<file path="src/rtl/core/rrts_pkg.sv">
`timescale 1ns / 1ps

package rrts_pkg;

    // Command codes carried by a request.
    typedef enum logic [1:0] {
        CMD_ADD    = 2'd0,
        CMD_REMOVE = 2'd1,
        CMD_TICK   = 2'd2,
        CMD_SET    = 2'd3
    } t_cmd;

    // Result status codes.
    typedef enum logic [1:0] {
        STS_OK         = 2'd0,
        STS_EMPTY      = 2'd1,
        STS_NOT_MEMBER = 2'd2,
        STS_MEMBER     = 2'd3
    } t_status;

    // Task run states as stored in the state table.
    localparam logic [1:0] ST_READY   = 2'd0;
    localparam logic [1:0] ST_RUNNING = 2'd1;
    localparam logic [1:0] ST_WAITING = 2'd2;

    // Source of the table read address.
    typedef enum logic [1:0] {
        RD_SLOT = 2'd0,
        RD_HEAD = 2'd1,
        RD_CUR  = 2'd2,
        RD_LINK = 2'd3
    } t_rd_sel;

    // Source of the data written into the link table.
    typedef enum logic [1:0] {
        LWD_SLOT = 2'd0,
        LWD_HEAD = 2'd1,
        LWD_TMP  = 2'd2
    } t_lw_data;

    typedef struct packed {
        t_rd_sel  rd_sel;
        logic     step_clr;
        logic     step_inc;
        logic     cap_in;
        logic     save_link;
        logic     link_we;
        logic     link_wa_data;
        t_lw_data link_wd;
        logic     st_we;
        logic     st_wa_data;
        logic     st_wd_new;
        logic     mem_set;
        logic     mem_clr;
        logic     head_set_slot;
        logic     head_set_tmp;
        logic     cur_set_slot;
        logic     cur_set_data;
        logic     rv_set;
        logic     rv_clr;
        logic     res_load;
        t_status  status;
        logic     switched;
    } t_dp_cmd;

    typedef struct packed {
        logic in_range;
        logic member;
        logic ring_valid;
        logic link_eq_head;
        logic link_eq_slot;
        logic head_eq_slot;
        logic addr_eq_cur;
        logic st_ready;
        logic st_running;
        logic step_max;
        logic ns_valid;
    } t_dp_stat;

endpackage

</file>
<file path="src/rtl/core/rrts_cmd_if.sv">
`timescale 1ns / 1ps

interface rrts_cmd_if;
    logic       valid;
    logic       ready;
    logic [1:0] cmd;
    logic [3:0] slot;
    logic [1:0] new_state;

    modport source (output valid, output cmd, output slot, output new_state, input ready);
    modport sink (input valid, input cmd, input slot, input new_state, output ready);
endinterface

</file>
<file path="src/rtl/core/rrts_res_if.sv">
`timescale 1ns / 1ps

interface rrts_res_if;
    logic       valid;
    logic       ready;
    logic [1:0] status;
    logic       switched;
    logic [3:0] current_slot;
    logic       ring_nonempty;

    modport source (output valid, output status, output switched, output current_slot,
                    output ring_nonempty, input ready);
    modport sink (input valid, input status, input switched, input current_slot,
                  input ring_nonempty, output ready);
endinterface

</file>
<file path="src/rtl/core/rrts_datapath.sv">
`timescale 1ns / 1ps

module rrts_datapath #(
    parameter int MAX_TASKS = 16
) (
    input  logic                  i_clk,
    input  logic                  i_rst_n,
    input  rrts_pkg::t_dp_cmd     i_cmd,
    input  logic [3:0]            i_slot,
    input  logic [1:0]            i_new_state,
    output rrts_pkg::t_dp_stat    o_stat,
    output rrts_pkg::t_status     o_status,
    output logic                  o_switched,
    output logic [3:0]            o_current_slot,
    output logic                  o_ring_nonempty
);

    localparam int IW = $clog2(MAX_TASKS);
    localparam int CW = $clog2(MAX_TASKS + 1);

    logic [3:0]           r_slot;
    logic [1:0]           r_ns;
    logic [IW-1:0]        r_head;
    logic [IW-1:0]        r_current;
    logic                 r_ring_valid;
    logic [MAX_TASKS-1:0] r_member;
    logic [MAX_TASKS-1:0] r_st_vld;
    logic [CW-1:0]        r_steps;

    logic [IW-1:0]        link_mem [MAX_TASKS];
    logic [1:0]           st_mem [MAX_TASKS];

    logic [IW-1:0]        r_link_q;
    logic [IW-1:0]        r_addr_q;
    logic [1:0]           r_st_q;
    logic                 r_st_v;
    logic [IW-1:0]        r_tmp;

    rrts_pkg::t_status    r_out_status;
    logic                 r_out_switched;
    logic [3:0]           r_out_current;
    logic                 r_out_nonempty;

    logic [IW-1:0]        w_slot_idx;
    logic [IW-1:0]        w_raddr;
    logic [IW-1:0]        w_link_wa;
    logic [IW-1:0]        w_link_wd;
    logic [IW-1:0]        w_st_wa;
    logic [1:0]           w_st_wd;
    logic [1:0]           w_st_rd;

    assign w_slot_idx = IW'(r_slot);

    always_comb begin
        case (i_cmd.rd_sel)
            rrts_pkg::RD_SLOT: w_raddr = w_slot_idx;
            rrts_pkg::RD_HEAD: w_raddr = r_head;
            rrts_pkg::RD_CUR:  w_raddr = r_current;
            rrts_pkg::RD_LINK: w_raddr = r_link_q;
            default:           w_raddr = r_link_q;
        endcase
    end

    always_comb begin
        case (i_cmd.link_wd)
            rrts_pkg::LWD_SLOT: w_link_wd = w_slot_idx;
            rrts_pkg::LWD_HEAD: w_link_wd = r_head;
            rrts_pkg::LWD_TMP:  w_link_wd = r_tmp;
            default:            w_link_wd = r_tmp;
        endcase
    end

    assign w_link_wa = i_cmd.link_wa_data ? r_addr_q : w_slot_idx;
    assign w_st_wa   = i_cmd.st_wa_data ? r_addr_q : w_slot_idx;
    assign w_st_wd   = i_cmd.st_wd_new ? r_ns : rrts_pkg::ST_READY;

    // Link and state tables: one write and one registered read per cycle.
    always_ff @(posedge i_clk) begin
        if (i_cmd.link_we) begin
            link_mem[w_link_wa] <= w_link_wd;
        end
        if (i_cmd.st_we) begin
            st_mem[w_st_wa] <= w_st_wd;
        end
        r_link_q <= link_mem[w_raddr];
        r_st_q   <= st_mem[w_raddr];
        r_st_v   <= r_st_vld[w_raddr];
        r_addr_q <= w_raddr;
    end

    always_ff @(posedge i_clk) begin
        if (i_cmd.cap_in) begin
            r_slot <= i_slot;
            r_ns   <= i_new_state;
        end
        if (i_cmd.save_link) begin
            r_tmp <= r_link_q;
        end
        if (i_cmd.res_load) begin
            r_out_status   <= i_cmd.status;
            r_out_switched <= i_cmd.switched;
            r_out_current  <= 4'(r_current);
            r_out_nonempty <= r_ring_valid;
        end
    end

    always_ff @(posedge i_clk) begin
        if (!i_rst_n) begin
            r_head       <= '0;
            r_current    <= '0;
            r_ring_valid <= 1'b0;
            r_member     <= '0;
            r_st_vld     <= '0;
            r_steps      <= '0;
        end else begin
            if (i_cmd.head_set_slot) begin
                r_head <= w_slot_idx;
            end else if (i_cmd.head_set_tmp) begin
                r_head <= r_tmp;
            end
            if (i_cmd.cur_set_slot) begin
                r_current <= w_slot_idx;
            end else if (i_cmd.cur_set_data) begin
                r_current <= r_addr_q;
            end
            if (i_cmd.rv_set) begin
                r_ring_valid <= 1'b1;
            end else if (i_cmd.rv_clr) begin
                r_ring_valid <= 1'b0;
            end
            if (i_cmd.mem_set) begin
                r_member[w_slot_idx] <= 1'b1;
            end else if (i_cmd.mem_clr) begin
                r_member[w_slot_idx] <= 1'b0;
            end
            if (i_cmd.st_we) begin
                r_st_vld[w_st_wa] <= 1'b1;
            end
            if (i_cmd.step_clr) begin
                r_steps <= '0;
            end else if (i_cmd.step_inc) begin
                r_steps <= r_steps + CW'(1);
            end
        end
    end

    // An entry of the state table that has never been written reads as ready.
    assign w_st_rd = r_st_v ? r_st_q : rrts_pkg::ST_READY;

    always_comb begin
        o_stat.in_range     = (32'(r_slot) < MAX_TASKS);
        o_stat.member       = r_member[w_slot_idx];
        o_stat.ring_valid   = r_ring_valid;
        o_stat.link_eq_head = (r_link_q == r_head);
        o_stat.link_eq_slot = (r_link_q == w_slot_idx);
        o_stat.head_eq_slot = (r_head == w_slot_idx);
        o_stat.addr_eq_cur  = (r_addr_q == r_current);
        o_stat.st_ready     = (w_st_rd == rrts_pkg::ST_READY);
        o_stat.st_running   = (w_st_rd == rrts_pkg::ST_RUNNING);
        o_stat.step_max     = (r_steps == CW'(MAX_TASKS));
        o_stat.ns_valid     = (r_ns <= rrts_pkg::ST_WAITING);
    end

    assign o_status        = r_out_status;
    assign o_switched      = r_out_switched;
    assign o_current_slot  = r_out_current;
    assign o_ring_nonempty = r_out_nonempty;

endmodule

</file>
<file path="src/rtl/core/rrts_controller.sv">
`timescale 1ns / 1ps

module rrts_controller (
    input  logic               i_clk,
    input  logic               i_rst_n,
    input  logic               i_in_valid,
    input  logic [1:0]         i_in_cmd,
    input  logic               i_out_ready,
    input  rrts_pkg::t_dp_stat i_stat,
    output logic               o_in_ready,
    output logic               o_out_valid,
    output rrts_pkg::t_dp_cmd  o_cmd
);

    typedef enum logic [8:0] {
        S_IDLE      = 9'b000000001,
        S_DECODE    = 9'b000000010,
        S_ADD_WALK  = 9'b000000100,
        S_ADD_TAIL  = 9'b000001000,
        S_REM_SLOT  = 9'b000010000,
        S_REM_WALK  = 9'b000100000,
        S_TICK_CUR  = 9'b001000000,
        S_TICK_WALK = 9'b010000000,
        S_FIN       = 9'b100000000
    } t_state;

    t_state             r_state, n_state;
    rrts_pkg::t_cmd     r_cmd;
    rrts_pkg::t_status  r_status, n_status;
    logic               r_switched, n_switched;
    logic               r_out_valid, n_out_valid;
    logic               w_accept;

    assign o_in_ready  = (r_state == S_IDLE);
    assign w_accept    = i_in_valid && o_in_ready;
    assign o_out_valid = r_out_valid;

    always_comb begin
        n_state     = r_state;
        n_status    = r_status;
        n_switched  = r_switched;
        n_out_valid = r_out_valid && !i_out_ready;
        o_cmd       = '0;

        case (r_state)
            S_IDLE: begin
                if (w_accept) begin
                    o_cmd.cap_in = 1'b1;
                    n_state      = S_DECODE;
                end
            end

            S_DECODE: begin
                n_switched = 1'b0;
                n_status   = rrts_pkg::STS_OK;
                n_state    = S_FIN;
                case (r_cmd)
                    rrts_pkg::CMD_ADD: begin
                        if (!i_stat.in_range) begin
                            n_status = rrts_pkg::STS_NOT_MEMBER;
                        end else if (i_stat.member) begin
                            n_status = rrts_pkg::STS_MEMBER;
                        end else if (!i_stat.ring_valid) begin
                            // First task: it links to itself and becomes head and current.
                            o_cmd.link_we       = 1'b1;
                            o_cmd.link_wd       = rrts_pkg::LWD_SLOT;
                            o_cmd.head_set_slot = 1'b1;
                            o_cmd.cur_set_slot  = 1'b1;
                            o_cmd.rv_set        = 1'b1;
                            o_cmd.mem_set       = 1'b1;
                            o_cmd.st_we         = 1'b1;
                        end else begin
                            o_cmd.rd_sel   = rrts_pkg::RD_HEAD;
                            o_cmd.step_clr = 1'b1;
                            n_state        = S_ADD_WALK;
                        end
                    end
                    rrts_pkg::CMD_REMOVE: begin
                        if (!i_stat.in_range) begin
                            n_status = rrts_pkg::STS_NOT_MEMBER;
                        end else if (!i_stat.ring_valid) begin
                            n_status = rrts_pkg::STS_EMPTY;
                        end else if (!i_stat.member) begin
                            n_status = rrts_pkg::STS_NOT_MEMBER;
                        end else begin
                            o_cmd.mem_clr = 1'b1;
                            o_cmd.rd_sel  = rrts_pkg::RD_SLOT;
                            n_state       = S_REM_SLOT;
                        end
                    end
                    rrts_pkg::CMD_TICK: begin
                        if (!i_stat.ring_valid) begin
                            n_status = rrts_pkg::STS_EMPTY;
                        end else begin
                            o_cmd.rd_sel = rrts_pkg::RD_CUR;
                            n_state      = S_TICK_CUR;
                        end
                    end
                    default: begin
                        if (!i_stat.in_range) begin
                            n_status = rrts_pkg::STS_NOT_MEMBER;
                        end else if (i_stat.ns_valid) begin
                            o_cmd.st_we     = 1'b1;
                            o_cmd.st_wd_new = 1'b1;
                        end
                    end
                endcase
            end

            S_ADD_WALK: begin
                if (!i_stat.link_eq_head && !i_stat.step_max) begin
                    o_cmd.rd_sel   = rrts_pkg::RD_LINK;
                    o_cmd.step_inc = 1'b1;
                end else begin
                    // Tail found: point it at the new slot.
                    o_cmd.link_we      = 1'b1;
                    o_cmd.link_wa_data = 1'b1;
                    o_cmd.link_wd      = rrts_pkg::LWD_SLOT;
                    n_state            = S_ADD_TAIL;
                end
            end

            S_ADD_TAIL: begin
                o_cmd.link_we = 1'b1;
                o_cmd.link_wd = rrts_pkg::LWD_HEAD;
                o_cmd.mem_set = 1'b1;
                o_cmd.st_we   = 1'b1;
                n_state       = S_FIN;
            end

            S_REM_SLOT: begin
                o_cmd.save_link = 1'b1;
                if (i_stat.head_eq_slot && i_stat.link_eq_slot) begin
                    o_cmd.rv_clr = 1'b1;
                    n_state      = S_FIN;
                end else begin
                    o_cmd.rd_sel   = rrts_pkg::RD_HEAD;
                    o_cmd.step_clr = 1'b1;
                    n_state        = S_REM_WALK;
                end
            end

            S_REM_WALK: begin
                if (!i_stat.link_eq_slot && !i_stat.link_eq_head && !i_stat.step_max) begin
                    o_cmd.rd_sel   = rrts_pkg::RD_LINK;
                    o_cmd.step_inc = 1'b1;
                end else begin
                    if (i_stat.link_eq_slot) begin
                        o_cmd.link_we      = 1'b1;
                        o_cmd.link_wa_data = 1'b1;
                        o_cmd.link_wd      = rrts_pkg::LWD_TMP;
                        o_cmd.head_set_tmp = i_stat.head_eq_slot;
                    end
                    n_state = S_FIN;
                end
            end

            S_TICK_CUR: begin
                // A running current task drops back to ready before the search.
                if (i_stat.st_running) begin
                    o_cmd.st_we      = 1'b1;
                    o_cmd.st_wa_data = 1'b1;
                end
                o_cmd.rd_sel   = rrts_pkg::RD_LINK;
                o_cmd.step_clr = 1'b1;
                n_state        = S_TICK_WALK;
            end

            S_TICK_WALK: begin
                if (!i_stat.addr_eq_cur && !i_stat.st_ready && !i_stat.step_max) begin
                    o_cmd.rd_sel   = rrts_pkg::RD_LINK;
                    o_cmd.step_inc = 1'b1;
                end else begin
                    if (i_stat.st_ready && !i_stat.addr_eq_cur) begin
                        o_cmd.cur_set_data = 1'b1;
                        n_switched         = 1'b1;
                    end
                    n_state = S_FIN;
                end
            end

            S_FIN: begin
                if (!r_out_valid || i_out_ready) begin
                    o_cmd.res_load = 1'b1;
                    n_out_valid    = 1'b1;
                    n_state        = S_IDLE;
                end
            end

            default: begin
                n_state = S_IDLE;
            end
        endcase

        o_cmd.status   = r_status;
        o_cmd.switched = r_switched;
    end

    always_ff @(posedge i_clk) begin
        if (!i_rst_n) begin
            r_state     <= S_IDLE;
            r_out_valid <= 1'b0;
            r_status    <= rrts_pkg::STS_OK;
            r_switched  <= 1'b0;
        end else begin
            r_state     <= n_state;
            r_out_valid <= n_out_valid;
            r_status    <= n_status;
            r_switched  <= n_switched;
        end
    end

    always_ff @(posedge i_clk) begin
        if (w_accept) begin
            r_cmd <= rrts_pkg::t_cmd'(i_in_cmd);
        end
    end

endmodule

</file>
<file path="src/rtl/core/round_robin_task_ring_scheduler.sv">
`timescale 1ns / 1ps

// Round-robin task ring scheduler over MAX_TASKS task slots.
// Requests arrive on i_cmd (cmd, slot, new_state): add a slot at the ring's
// tail, remove a slot, a scheduler tick, or set a slot's run state. Each
// request yields exactly one result on o_res (status, switched,
// current_slot, ring_nonempty), in request order.
// The block works on one request at a time. A set request, or any request
// rejected by its checks, goes from decode straight to the result stage.
// Add, remove and tick walk the link table one slot per cycle through its
// single registered read port, following at most MAX_TASKS links; removing
// the last task needs no walk. The next request can be taken in the cycle
// after the result is loaded.
// i_cmd.ready is high only while the block waits for a request.
// The result sits in an output register; the next request is taken while
// it waits, and a stalled receiver only holds the following result back.
// Reset (synchronous, active low) empties the ring, marks every slot ready
// and clears all membership; no clearing pass follows, so a request can be
// taken on the first cycle after reset.

module round_robin_task_ring_scheduler #(
    parameter int MAX_TASKS = 16
) (
    input  logic       i_clk,
    input  logic       i_rst_n,
    rrts_cmd_if.sink   i_cmd,
    rrts_res_if.source o_res
);

    rrts_pkg::t_dp_cmd  w_dp_cmd;
    rrts_pkg::t_dp_stat w_dp_stat;
    rrts_pkg::t_status  w_status;
    logic               w_in_ready;
    logic               w_out_valid;

    rrts_controller u_ctrl (
        .i_clk       (i_clk),
        .i_rst_n     (i_rst_n),
        .i_in_valid  (i_cmd.valid),
        .i_in_cmd    (i_cmd.cmd),
        .i_out_ready (o_res.ready),
        .i_stat      (w_dp_stat),
        .o_in_ready  (w_in_ready),
        .o_out_valid (w_out_valid),
        .o_cmd       (w_dp_cmd)
    );

    rrts_datapath #(
        .MAX_TASKS (MAX_TASKS)
    ) u_dp (
        .i_clk           (i_clk),
        .i_rst_n         (i_rst_n),
        .i_cmd           (w_dp_cmd),
        .i_slot          (i_cmd.slot),
        .i_new_state     (i_cmd.new_state),
        .o_stat          (w_dp_stat),
        .o_status        (w_status),
        .o_switched      (o_res.switched),
        .o_current_slot  (o_res.current_slot),
        .o_ring_nonempty (o_res.ring_nonempty)
    );

    assign i_cmd.ready  = w_in_ready;
    assign o_res.valid  = w_out_valid;
    assign o_res.status = w_status;

endmodule

</file>
<file path="src/flat_wrapper.sv">
// flat-port wrapper written by rule: the top's interface ports become plain ports
module round_robin_task_ring_scheduler_flat 
#(
    parameter int MAX_TASKS = 16
)
  (i_clk, i_rst_n, i_cmd_valid, i_cmd_cmd, i_cmd_slot, i_cmd_new_state, i_cmd_ready, o_res_valid, o_res_status, o_res_switched, o_res_current_slot, o_res_ring_nonempty, o_res_ready);
  rrts_cmd_if i_cmd_i ();
  rrts_res_if o_res_i ();
  input  logic i_clk;
  input  logic i_rst_n;
  input wire logic [$bits(i_cmd_i.valid)-1:0] i_cmd_valid;
  input wire logic [$bits(i_cmd_i.cmd)-1:0] i_cmd_cmd;
  input wire logic [$bits(i_cmd_i.slot)-1:0] i_cmd_slot;
  input wire logic [$bits(i_cmd_i.new_state)-1:0] i_cmd_new_state;
  output wire logic [$bits(i_cmd_i.ready)-1:0] i_cmd_ready;
  output wire logic [$bits(o_res_i.valid)-1:0] o_res_valid;
  output wire logic [$bits(o_res_i.status)-1:0] o_res_status;
  output wire logic [$bits(o_res_i.switched)-1:0] o_res_switched;
  output wire logic [$bits(o_res_i.current_slot)-1:0] o_res_current_slot;
  output wire logic [$bits(o_res_i.ring_nonempty)-1:0] o_res_ring_nonempty;
  input wire logic [$bits(o_res_i.ready)-1:0] o_res_ready;
  assign i_cmd_i.valid = i_cmd_valid;
  assign i_cmd_i.cmd = i_cmd_cmd;
  assign i_cmd_i.slot = i_cmd_slot;
  assign i_cmd_i.new_state = i_cmd_new_state;
  assign i_cmd_ready = i_cmd_i.ready;
  assign o_res_valid = o_res_i.valid;
  assign o_res_status = o_res_i.status;
  assign o_res_switched = o_res_i.switched;
  assign o_res_current_slot = o_res_i.current_slot;
  assign o_res_ring_nonempty = o_res_i.ring_nonempty;
  assign o_res_i.ready = o_res_ready;
  round_robin_task_ring_scheduler #(.MAX_TASKS(MAX_TASKS)) u_core (.i_clk(i_clk), .i_rst_n(i_rst_n), .i_cmd(i_cmd_i), .o_res(o_res_i));
endmodule
</file>
<file path="config.mk">
export PLATFORM = sky130hd
export DESIGN_NAME = round_robin_task_ring_scheduler_flat
export DESIGN_NICKNAME = d
export VERILOG_FILES = /design/src/rtl/core/rrts_pkg.sv /design/src/rtl/core/rrts_cmd_if.sv /design/src/rtl/core/rrts_res_if.sv /design/src/rtl/core/rrts_datapath.sv /design/src/rtl/core/rrts_controller.sv /design/src/rtl/core/round_robin_task_ring_scheduler.sv /design/src/flat_wrapper.sv
export SDC_FILE = /design/constraint.sdc
export NUM_CORES = 1
export LEC_CHECK = 0
export BUFFER_PORTS_ARGS = -buffer_cell sky130_fd_sc_hd__buf_2
export CELL_PAD_IN_SITES_DETAIL_PLACEMENT = 0
export CELL_PAD_IN_SITES_GLOBAL_PLACEMENT = 1
export CORE_MARGIN = 2
export CORE_UTILIZATION = 40
export CTS_CLUSTER_DIAMETER = 40
export DETAILED_ROUTE_END_ITERATION = 10
export PLACE_DENSITY_LB_ADDON = 0.1
export SYNTH_ARGS = -nofsm -noshare
export SYNTH_HDL_FRONTEND = slang
export SYNTH_SLANG_ARGS = --single-unit
</file>
<file path="constraint.sdc">
create_clock -name i_clk -period 3.3 [get_ports i_clk]
set_clock_uncertainty 0.15 [all_clocks]
set_input_delay 0.165 -clock i_clk [delete_from_list [all_inputs] [get_ports i_clk]]
set_output_delay 0.165 -clock i_clk [all_outputs]
set_load 0.02 [all_outputs]
</file>
==> metrics.cfg <==
[outcome]
status=finished with violations
failed_checks=setup timing

[job]
cap_violations=0

[timing]
fin_ws_ns=-0.176
relSlewSlack=0.511
hold_viol_final=0
drv_slew=0
min_period_over_period=1.05
worst_pin_slew_ns=0.733
min_period_ns=3.48
holdWs_ns=0.0643
setup_viol=7
clock.fmax_mhz=288
rsz0062_at_grt=true

[placement]
gp_congestion=0.861
port_buffers=21
dp_hpwl_um=17900

[floorplanning]
num_rows=53
die_y_um=150
fp.dieW_um=150
initial_core_util=0.407
ios=22
dieArea_um2=22500
core_um2=21000

[logic_synthesis]
ys_async_sr_fraction=0
synth_area_um2=8530
avgSynthCellArea_um2=10.6
synth_edf_count=116
yosysMostFrequentCell=edfxtp_1
yosysUniqueCellTypes=64
synth-warning-count=0
synth_fp_nets=819
ys.flop_type=edfxtp_1
synthTopCellsByCount=116 x edfxtp_1, 104 x nor2_1, 70 x dfxtp_1
synth_top_cell_by_area=edfxtp_1
yosys_register_bits=186
synthTopCellsByArea=edfxtp_1 41%, dfxtp_1 16%, nor2_1 4.6%
synth_top_area_share=0.409
synth_seq_area_share=0.573
synth_cells=805

[clock_tree]
root_buffer=clkbuf_16
htreeDepth=4
clock_latency_ns=0.44
cts_max_path_buffers=2
clk_pin_slew_ns=0.08
clock-sinks=186
cts_tree=done
cts_buffers=17

[critical_path]
end_kind=flop
worstSetupStartpointType=flop
worstPathArrival_ns=3.65
crit_fanout=6
reg2reg_slack_ns=-0.18
critical_path_class=reg -> reg
ff2ff_path_depth=12
cp.required_ns=3.48

[global_routing]
grt_pass1_vias=6585
grt_first_pass_wirelength_um=37900
grt_overflow=0
antenna_found_initial=0
grt.total_usage=0.225
grt_max_degree=34

[detailed_routing]
drc=0
vias_per_cell=5.63
drtIter0Drc=600
drtPass1Iterations=5
ant_nets=0
drt_wl_total_um=25300
routedWlPerCell_um=20.9
vias=6822

[cells_and_area]
drive_above_1_share=0.264
post-route-util=0.518
nNetsFinal=937
area_growth_pct=27.3
diodes=0

[min_path]
hold_path.class=in -> reg
hold_depth=4

[power]
p_per_area_nw_per_um2=515
ir_drop_mv=0.331
leakagePower_nw=3.91

## final timing paths
check / from / end
min: i_cmd_valid / u_core.u_ctrl.r_state[2]
min reg2reg: u_core.u_ctrl.r_status[1] / u_core.u_dp.o_status[1]
max: u_core.u_dp.r_slot[3] / u_core.u_dp.r_st_q[0]
max reg2reg: u_core.u_dp.r_slot[3] / u_core.u_dp.r_st_q[0]
## power by group
| group | switching (W) | leakage, nW | internal, W |
|---|---|---|---|
| logic | 0.000493 | 2.05 | 0.000392 |
| clock network | 0.00102 | 0.298 | 0.00110 |
| registers | 0.0000508 | 1.56 | 0.00253 |
| total | 0.00157 | 3.91 | 0.00402 |
## flip-flops by register name (all words and copies together), names as in the netlist, 4 cells and up, named ones only
name,count
u_core.u_ctrl.r_state,9
u_core.u_dp.link_mem,64
u_core.u_dp.o_current_slot,4
u_core.u_dp.r_addr_q,4
u_core.u_dp.r_current,4
u_core.u_dp.r_head,4
u_core.u_dp.r_link_q,4
u_core.u_dp.r_slot,4
u_core.u_dp.r_st_vld,16
u_core.u_dp.r_steps,5
u_core.u_dp.r_tmp,4
u_core.u_dp.st_mem,32
## metrics by stage
stage	instance area, um2	total power, W	TNS, ns	setup slack (ns)	cells
after floorplan	8530	0.00304	0	0.0412	805
after global routing	10900	0.00579	-1.93	-0.298	1211
after global placement	9600	0.00337	-1.45	-0.253	1153
after detailed placement	9600	0.00338	-2.00	-0.333	1153
final	10900	0.00559	-1.11	-0.176	1211
after CTS	10400	0.00551	-1.14	-0.175	1196
## cells by family (layout without fill, tap and decap cells)
group | Yosys count | count (layout) | share of synthesized area
AO/OA/AOI/OAI | 163 | 163 | 0.126
XOR/XNOR | 22 | 22 | 0.0226
adder cells (fa/ha/maj) | 2 | 2 | 0.00293
buffers and inverters | 65 | 196 | 0.0335
flip-flops | 186 | 186 | 0.573
multiplexers | 27 | 27 | 0.0395
AND/OR/NAND/NOR | 340 | 340 | 0.203
## critical path, stage by stage, from the launching register on
cell and delay (ns):
edfxtp_1 0.34, buf_6 0.13, mux4_2 0.51, mux4_2 0.56, nor3_4 0.30, or3_4 0.20
o2111ai_4 0.17, buf_12 0.19, buf_4 0.14, and3_1 0.17, a211oi_1 0.26, o21ba_1 0.18
nor4_1 0.05
## placed cells by master, fill, tap and decap left out, types with 7 or more instances in the layout
master           n
a211oi_1         9
a21oi_1         25
a21oi_2          7
a22oi_1         11
a31oi_1         19
and3_1          21
buf_12           9
buf_2           21
buf_4           93
buf_6            7
clkbuf_16       21
dfxtp_1         70
dlygate4sd3_1   10
edfxtp_1       116
inv_1           12
mux2i_1         17
nand2_1         54
nand2b_1         8
nand3_1         42
nand3_2         13
nand4_1         28
nor2_1         102
nor2b_1          9
nor3_1          12
nor4_1           8
nor4_2           7
o21a_1          10
o21ai_0         41
xnor2_1         10
xor2_1          12
## cell type report
type                    instances  area [um2]
fillers                      1885       10100
flip-flops and latches        186        4880
multi-input cells             554        3630
repair buffers                147        1310
clock buffers                  17         425
well taps                     275         344
clock inverters                15         191
inverters                      17        71.3
## what timing repair did
item | in CTS | in global routing
endpoints found under the hold margin | 19 | 0
resized for setup | 17 | 67
pin swaps | 1 | 27
hold buffers | 10 | 0
cloned | 0 | 4
setup endpoints to repair | 7 | 26
buffers inserted | 1 | 11
## per-layer routing
metal  GRT usage  up-vias  routed length [um]
met5           0        -                   0
met2       0.361      162               12200
met4      0.0675        0                 312
met3      0.0424       25                1070
met1       0.311     3408               11700
li1            -     3227                   -
No activity file was read; power rests on OpenSTA's default activity.
